## src/rtl/bam_pkg.sv

```systemverilog
`default_nettype none

package bam_pkg;

    localparam logic [7:0] CH_OPEN_SQUARE  = 8'h5B; // '['
    localparam logic [7:0] CH_OPEN_ROUND   = 8'h28; // '('
    localparam logic [7:0] CH_OPEN_CURLY   = 8'h7B; // '{'
    localparam logic [7:0] CH_CLOSE_SQUARE = 8'h5D; // ']'
    localparam logic [7:0] CH_CLOSE_ROUND  = 8'h29; // ')'
    localparam logic [7:0] CH_CLOSE_CURLY  = 8'h7D; // '}'

    typedef enum logic [1:0] {
        CODE_SQUARE = 2'd0,
        CODE_ROUND  = 2'd1,
        CODE_CURLY  = 2'd2,
        CODE_SPARE  = 2'd3
    } bam_code_t;

    typedef enum logic [1:0] {
        ST_OK       = 2'd0,
        ST_EXTRA    = 2'd1,
        ST_MISMATCH = 2'd2,
        ST_OVERFLOW = 2'd3
    } bam_status_t;

    // Commands from the controller to the datapath.
    typedef struct packed {
        logic accept;      // a character request is taken this cycle
        logic check;       // compare the popped entry with the closer
        logic out_status;  // load the status result
        logic rd_drain;    // pop one entry for the end-of-string run
        logic out_closer;  // load one closer result
        logic clear;       // empty the stack and drop the error
    } bam_cmd_t;

    // Status from the datapath to the controller.
    typedef struct packed {
        logic pop_go;      // the offered character will pop an entry
        logic out_free;    // the result register can take a new result
        logic finish;      // the status result is the final one
        logic stack_empty; // no entries left on the stack
    } bam_stat_t;

    function automatic logic [7:0] closer_char(input bam_code_t code);
        logic [7:0] c;
        case (code)
            CODE_ROUND: c = CH_CLOSE_ROUND;
            CODE_CURLY: c = CH_CLOSE_CURLY;
            default:    c = CH_CLOSE_SQUARE;
        endcase
        return c;
    endfunction

endpackage

`default_nettype wire

```

## src/rtl/bam_ctrl.sv

```systemverilog
`default_nettype none

module bam_ctrl
    import bam_pkg::*;
(
    input  wire logic      aclk,
    input  wire logic      aresetn,
    input  wire logic      s_valid,
    input  wire logic      s_last,
    output logic           s_ready,
    input  wire bam_stat_t stat,
    output bam_cmd_t       cmd
);

    typedef enum logic [4:0] {
        S_IDLE     = 5'b00001,
        S_CHECK    = 5'b00010,
        S_STATUS   = 5'b00100,
        S_DRAIN_RD = 5'b01000,
        S_DRAIN_WR = 5'b10000
    } bam_state_t;

    bam_state_t state_reg, state_next;
    logic       last_pend_reg, last_pend_next;

    always_comb begin
        state_next     = state_reg;
        last_pend_next = last_pend_reg;
        cmd            = '0;
        s_ready        = 1'b0;
        unique case (state_reg)
            S_IDLE: begin
                s_ready = 1'b1;
                if (s_valid) begin
                    cmd.accept     = 1'b1;
                    last_pend_next = s_last;
                    if (stat.pop_go) begin
                        state_next = S_CHECK;
                    end else if (s_last) begin
                        state_next = S_STATUS;
                    end
                end
            end
            S_CHECK: begin
                cmd.check  = 1'b1;
                state_next = last_pend_reg ? S_STATUS : S_IDLE;
            end
            S_STATUS: begin
                if (stat.out_free) begin
                    cmd.out_status = 1'b1;
                    if (stat.finish) begin
                        cmd.clear  = 1'b1;
                        state_next = S_IDLE;
                    end else begin
                        state_next = S_DRAIN_RD;
                    end
                end
            end
            S_DRAIN_RD: begin
                cmd.rd_drain = 1'b1;
                state_next   = S_DRAIN_WR;
            end
            S_DRAIN_WR: begin
                if (stat.out_free) begin
                    cmd.out_closer = 1'b1;
                    if (stat.stack_empty) begin
                        cmd.clear  = 1'b1;
                        state_next = S_IDLE;
                    end else begin
                        state_next = S_DRAIN_RD;
                    end
                end
            end
            default: begin
                state_next = S_IDLE;
            end
        endcase
    end

    always_ff @(posedge aclk) begin
        if (!aresetn) begin
            state_reg     <= S_IDLE;
            last_pend_reg <= 1'b0;
        end else begin
            state_reg     <= state_next;
            last_pend_reg <= last_pend_next;
        end
    end

endmodule

`default_nettype wire

```

## src/rtl/bam_dp.sv

```systemverilog
`default_nettype none

module bam_dp
    import bam_pkg::*;
#(
    parameter int STACK_DEPTH = 32
)(
    input  wire logic       aclk,
    input  wire logic       aresetn,
    input  wire logic [7:0] s_ch,
    input  wire bam_cmd_t   cmd,
    output bam_stat_t       stat,
    output logic            m_valid,
    input  wire logic       m_ready,
    output logic [7:0]      m_append_char,
    output logic            m_char_valid,
    output logic [1:0]      m_status,
    output logic            m_last_out
);

    localparam int CW = $clog2(STACK_DEPTH + 1);
    localparam int AW = (STACK_DEPTH > 1) ? $clog2(STACK_DEPTH) : 1;
    localparam logic [CW-1:0] FULL = CW'(STACK_DEPTH);
    localparam logic [CW-1:0] ONE  = CW'(1);

    bam_code_t   stack_mem [STACK_DEPTH];
    bam_code_t   rd_data_reg;
    bam_code_t   want_reg, want_next;

    logic [CW-1:0] count_reg, count_next;
    bam_status_t   err_reg, err_next;

    logic [CW-1:0] count_dec;
    logic [AW-1:0] rd_addr;
    logic [AW-1:0] wr_addr;
    logic          rd_en;
    logic          wr_en;

    logic          is_open;
    logic          is_close;
    bam_code_t     ch_code;

    logic          m_valid_reg, m_valid_next;
    logic [7:0]    append_reg;
    logic          char_valid_reg;
    bam_status_t   status_reg;
    logic          last_out_reg;

    always_comb begin
        is_open  = 1'b0;
        is_close = 1'b0;
        ch_code  = CODE_SQUARE;
        unique case (s_ch)
            CH_OPEN_SQUARE:  begin is_open  = 1'b1; ch_code = CODE_SQUARE; end
            CH_OPEN_ROUND:   begin is_open  = 1'b1; ch_code = CODE_ROUND;  end
            CH_OPEN_CURLY:   begin is_open  = 1'b1; ch_code = CODE_CURLY;  end
            CH_CLOSE_SQUARE: begin is_close = 1'b1; ch_code = CODE_SQUARE; end
            CH_CLOSE_ROUND:  begin is_close = 1'b1; ch_code = CODE_ROUND;  end
            CH_CLOSE_CURLY:  begin is_close = 1'b1; ch_code = CODE_CURLY;  end
            default: ;
        endcase
    end

    assign count_dec = count_reg - ONE;
    assign rd_addr   = count_dec[AW-1:0];
    assign wr_addr   = count_reg[AW-1:0];

    assign stat.pop_go      = is_close && (err_reg == ST_OK) && (count_reg != '0);
    assign stat.out_free    = !m_valid_reg || m_ready;
    assign stat.finish      = (err_reg != ST_OK) || (count_reg == '0);
    assign stat.stack_empty = (count_reg == '0);

    // Every pop reads the entry just below the current count.
    assign rd_en = (cmd.accept && stat.pop_go) || cmd.rd_drain;
    assign wr_en = cmd.accept && is_open && (err_reg == ST_OK) && (count_reg != FULL);

    always_comb begin
        count_next = count_reg;
        err_next   = err_reg;
        want_next  = want_reg;
        if (cmd.accept && (err_reg == ST_OK)) begin
            if (is_open) begin
                if (count_reg == FULL) begin
                    err_next = ST_OVERFLOW;
                end else begin
                    count_next = count_reg + ONE;
                end
            end else if (is_close) begin
                if (count_reg == '0) begin
                    err_next = ST_EXTRA;
                end else begin
                    count_next = count_dec;
                    want_next  = ch_code;
                end
            end
        end
        if (cmd.check && (rd_data_reg != want_reg)) begin
            err_next = ST_MISMATCH;
        end
        if (cmd.rd_drain) begin
            count_next = count_dec;
        end
        if (cmd.clear) begin
            count_next = '0;
            err_next   = ST_OK;
        end
    end

    always_ff @(posedge aclk) begin
        if (wr_en) begin
            stack_mem[wr_addr] <= ch_code;
        end
        if (rd_en) begin
            rd_data_reg <= stack_mem[rd_addr];
        end
    end

    always_comb begin
        m_valid_next = m_valid_reg;
        if (cmd.out_status || cmd.out_closer) begin
            m_valid_next = 1'b1;
        end else if (m_ready) begin
            m_valid_next = 1'b0;
        end
    end

    always_ff @(posedge aclk) begin
        if (cmd.out_status) begin
            append_reg     <= 8'h00;
            char_valid_reg <= 1'b0;
            status_reg     <= stat.finish ? err_reg : ST_OK;
            last_out_reg   <= stat.finish;
        end else if (cmd.out_closer) begin
            append_reg     <= closer_char(rd_data_reg);
            char_valid_reg <= 1'b1;
            status_reg     <= ST_OK;
            last_out_reg   <= stat.stack_empty;
        end
        want_reg <= want_next;
    end

    always_ff @(posedge aclk) begin
        if (!aresetn) begin
            count_reg   <= '0;
            err_reg     <= ST_OK;
            m_valid_reg <= 1'b0;
        end else begin
            count_reg   <= count_next;
            err_reg     <= err_next;
            m_valid_reg <= m_valid_next;
        end
    end

    assign m_valid       = m_valid_reg;
    assign m_append_char = append_reg;
    assign m_char_valid  = char_valid_reg;
    assign m_status      = status_reg;
    assign m_last_out    = last_out_reg;

endmodule

`default_nettype wire

```

## src/rtl/bracket_autoclose_matcher.sv

```systemverilog
`default_nettype none

// Channel   Direction  Handshake          Payload
// s_        in         s_valid / s_ready  s_ch[7:0], s_last
// m_        out        m_valid / m_ready  m_append_char[7:0], m_char_valid,
//                                         m_status[1:0], m_last_out
//
// A character is taken in S_IDLE; a closer that pops a stack entry also passes
// through S_CHECK, as the popped entry comes out of the registered read port of
// the stack. The end of a string adds the status result, then, if no error is
// latched, a read and a load of the result register per stacked closer, and it
// waits while m_ready is low. Reset is synchronous: the stack count and the
// error are cleared; the stack memory itself is not swept.

module bracket_autoclose_matcher
    import bam_pkg::*;
#(
    parameter int STACK_DEPTH = 32
)(
    input  wire logic       aclk,
    input  wire logic       aresetn,
    input  wire logic       s_valid,
    output logic            s_ready,
    input  wire logic [7:0] s_ch,
    input  wire logic       s_last,
    output logic            m_valid,
    input  wire logic       m_ready,
    output logic [7:0]      m_append_char,
    output logic            m_char_valid,
    output logic [1:0]      m_status,
    output logic            m_last_out
);

    bam_cmd_t  cmd;
    bam_stat_t stat;

    bam_ctrl u_ctrl (
        .aclk    (aclk),
        .aresetn (aresetn),
        .s_valid (s_valid),
        .s_last  (s_last),
        .s_ready (s_ready),
        .stat    (stat),
        .cmd     (cmd)
    );

    bam_dp #(
        .STACK_DEPTH (STACK_DEPTH)
    ) u_dp (
        .aclk          (aclk),
        .aresetn       (aresetn),
        .s_ch          (s_ch),
        .cmd           (cmd),
        .stat          (stat),
        .m_valid       (m_valid),
        .m_ready       (m_ready),
        .m_append_char (m_append_char),
        .m_char_valid  (m_char_valid),
        .m_status      (m_status),
        .m_last_out    (m_last_out)
    );

endmodule

`default_nettype wire

```

## config.mk

```make
export PLATFORM = sky130hd
export DESIGN_NAME = bracket_autoclose_matcher
export DESIGN_NICKNAME = d
export VERILOG_FILES = /design/src/rtl/bam_pkg.sv /design/src/rtl/bam_ctrl.sv /design/src/rtl/bam_dp.sv /design/src/rtl/bracket_autoclose_matcher.sv
export SDC_FILE = /design/constraint.sdc
export NUM_CORES = 1
export LEC_CHECK = 0
export BUFFER_PORTS_ARGS = -buffer_cell sky130_fd_sc_hd__buf_2
export CAP_MARGIN = 40
export CELL_PAD_IN_SITES_DETAIL_PLACEMENT = 0
export CELL_PAD_IN_SITES_GLOBAL_PLACEMENT = 1
export CORE_MARGIN = 10
export CORE_UTILIZATION = 32
export CTS_CLUSTER_SIZE = 25
export DETAILED_ROUTE_END_ITERATION = 7
export PLACE_DENSITY = 0.62
export RECOVER_POWER = 25
export SLEW_MARGIN = 20
export SYNTH_ARGS = -nofsm -noshare
export SYNTH_HDL_FRONTEND = slang
export SYNTH_SLANG_ARGS = --single-unit
export TNS_END_PERCENT = 20
```

## constraint.sdc

```tcl
create_clock -name aclk -period 5.9 [get_ports aclk]
set_input_delay 1.18 -clock aclk [delete_from_list [all_inputs] [get_ports aclk]]
set_output_delay 1.18 -clock aclk [all_outputs]
set_load 0.01 [all_outputs]
```

==> metrics.yaml <==
outcome:
  outcome: "finished, violations left"
  failed_checks: "capacitance limit, slew limit"
grt:
  grt_use_met1_pct: 13.0
  grt_use_met2_pct: 16.5
  grt_pass1_wl_mm: 14.9
  grt_overflow: 0
  global_route.usage.total_pct: 10.7
  grt_antenna_before_repair: 0
  grt_pass1_vias: 2764
  met3_usage_pct: 3.88
  grt.busiest_layer: "met2"
  grt_max_degree: 34
clock_tree:
  ctsResizeCount: 0
  clock_sinks: 89
  cts_tree: "done"
  cts_hold_buffers: 0
  clkTransAtPathRegs_ns: 0.06
  tritoncts.num_buffers: 9
  htree_levels: 3
  cts_root_buf: "clkbuf_16"
  clk_latency_ns: 0.34
  max-clock-path-buffers: 2
  cts_setup_buffers: 0
run:
  max_cap_violations: 1
final_layout:
  layout_commonest_cell: "edfxtp_1"
  multi_input_area_mm2: 0.00156
  area_growth_pct: 13.8
  drive_above_1_share_pct: 20.4
  largest_reg_flops: 64
  n_antenna_cell: 0
  layout_common_cells: "edfxtp_1, nor2_1, buf_2"
  nNetsFinal: 357
  fillCellCount: 1276
  seq_area_mm2: 0.00249
  finish.instance_area_mm2: 0.00472
route:
  routed_via_density: 4.97
  drtIter0Drc: 148
  vias: 2561
  antenna_left: 0
  routed_wirelength_mm: 8.98
  drc_errors: 0
  wl_per_cell_um: 17.4
  dr.pass1.iters: 4
sta:
  setup_tns_ns: 0
  hold_violations: 0
  tightest_slew_ns: 1.55
  rsz0062_at_grt: "false"
  maxSlewViolCount: 34
  fmax_ghz: 0.280
  fin_skew_ns: 0.00446
  setup_slack_ns: 2.33
  min_period_ns: 3.57
  finalSetupViolCount: 0
  max_slew_margin_pct: -3.65
  fin_crit_sh_pct: 60.5
setup_path:
  reg2reg_from: "u_dp.count_reg[0]"
  reg2reg_slack_ns: 2.76
  rr_worst_depth: 6
  required_ns: 5.94
  regToRegEndpoint: "u_dp.rd_data_reg[1]"
  end_kind: "flip-flop"
  critical_path_class: "input port to flip-flop"
  crit_path_start_kind: "input port"
  crit_arrival_ns: 3.61
  critPathMaxFanout: 8
synthesis:
  yosysUniqueCellTypes: 47
  syn_area_per_cell_um2: 13.2
  synth-main-ff-cell: "edfxtp_1"
  synth_xor_area_share_pct: 1.69
  async_flop_share_pct: 0
  ys_warn_count: 0
  ys_seq_elements: 89
  yosysTopAreaCell: "edfxtp_1"
  muxShareOfSynthArea_pct: 12.4
  synth.cell_area_mm2: 0.00415
  synth_fa_ha_area_share_pct: 1.81
  synth_top_cell_area_share_pct: 51.4
  synth_top_family_by_area: "simple AND/OR/NAND/NOR gates"
  syn_inst: 315
  synth_edf_count: 71
  synth-compound-area-share_pct: 6.66
  yosys.area_share.simple_pct: 14.7
  seq_area_frac_synth_pct: 60.1
  synth_area_leaders: "edfxtp_1, mux4_2, dfxtp_1"
floorplanning:
  rows: 41
  ioPinCount: 27
  fp.dieW_um: 134
  die_area_mm2: 0.0179
  die_h_um: 134
  core_mm2: 0.0127
  start_util_pct: 32.8
placement:
  place_area_mm2: 0.00444
  numPortBuffers: 24
  hpwl_mm: 6.02
  place_ws_ns: 1.92
  gp_congestion: 0.774
min_path:
  holdCritPathClass: "flip-flop to flip-flop"
  min_path_cells: 2
  holdPathEnd: "u_dp.count_reg[5]"
  hold_start: "u_dp.count_reg[5]"
power:
  irDropWorstVdd_uv: 292
  leakagePower_nw: 1.59
  cellPowerDensity_mw_per_mm2: 295
## cells by family (layout without fill, tap and decap cells)
group,after synthesis,after routing
buffers and inverters,23,50
other,1,2
AO/OA/AOI/OAI,40,40
adder cells (fa/ha/maj),6,6
multiplexers,26,26
AND/OR/NAND/NOR,122,122
XOR/XNOR,8,8
flip-flops,89,89
## power breakdown
part / internal, mW / switching (mW)
clock: 0.333 / 0.240
sequential: 0.682 / 0.0127
combinational: 0.0476 / 0.0759
total: 1.06 / 0.328
## synthesized netlist by cell type (all sizes together), types with 2 or more instances
library cell   n
or3            5
nand3          8
edfxtp        71
o22ai          2
xnor2          5
mux2i          4
clkbuf        10
nand2b         5
o2bb2ai        3
nand2         17
o21ai         12
nor2          50
a211oi         3
xor2           3
inv            6
mux4          20
nor3          10
or3b           2
o211ai         3
nor4           2
a21boi         3
or2            3
nor2b          3
ha             6
dfxtp         18
nand3b         4
o21a           2
a21oi          7
buf            7
or4b           2
and2           5
mux2           2
## per-layer routing
| layer | share of wire [%] | wire length (µm) | vias up |
|---|---|---|---|
| li1 | - | - | 1221 |
| met1 | 47 | 4200 | 1283 |
| met2 | 47 | 4210 | 41 |
| met3 | 3.8 | 340 | 16 |
| met4 | 2.6 | 231 | 0 |
| met5 | 0 | 0 | - |
## worst max-delay path: stages
cell,delay (ns)
buf_2,0.13
or4b_4,0.57
or4_4,0.45
a2111oi_4,0.58
nand2_1,0.41
nor2_1,0.28
## per-stage QoR
step	power (mW)	cells	util, %	hold slack [ns]
finish	1.39	515	37.3	0.502
global route	1.46	515	37.3	0.533
CTS	1.41	515	37.4	0.508
detailed placement	0.831	499	35.0	0.499
global placement	0.832	498	35.0	0.484
floorplan	0.795	316	-	0.466
## area by class of cell
| type | count | area share [%] |
|---|---|---|
| clock buffers | 11 | 4.93 |
| clock inverters | 5 | 1.35 |
| inverters | 6 | 0.477 |
| multi-input cells | 204 | 33.0 |
| flip-flops and latches | 89 | 52.8 |
| well taps | 172 | 4.56 |
| repair buffers | 28 | 2.94 |
## how the worst max path moves through the flow
| stage | start | end | slack (ns) | cells after the start |
|---|---|---|---|---|
| after floorplan | s_ch[2] | u_dp.stack_mem[0][0] | 2.42 | 2 |
| after global placement | s_ch[2] | u_dp.stack_mem[18][0] | 2.01 | 6 |
| after detailed placement | s_ch[2] | u_dp.stack_mem[18][0] | 1.92 | 6 |
| after CTS | s_ch[2] | u_dp.stack_mem[18][0] | 2.30 | 6 |
| after global routing | s_ch[2] | u_dp.stack_mem[18][0] | 2.20 | 6 |
| final | s_ch[2] | u_dp.stack_mem[29][1] | 2.33 | 6 |
Power figures use the tool's default switching activity.
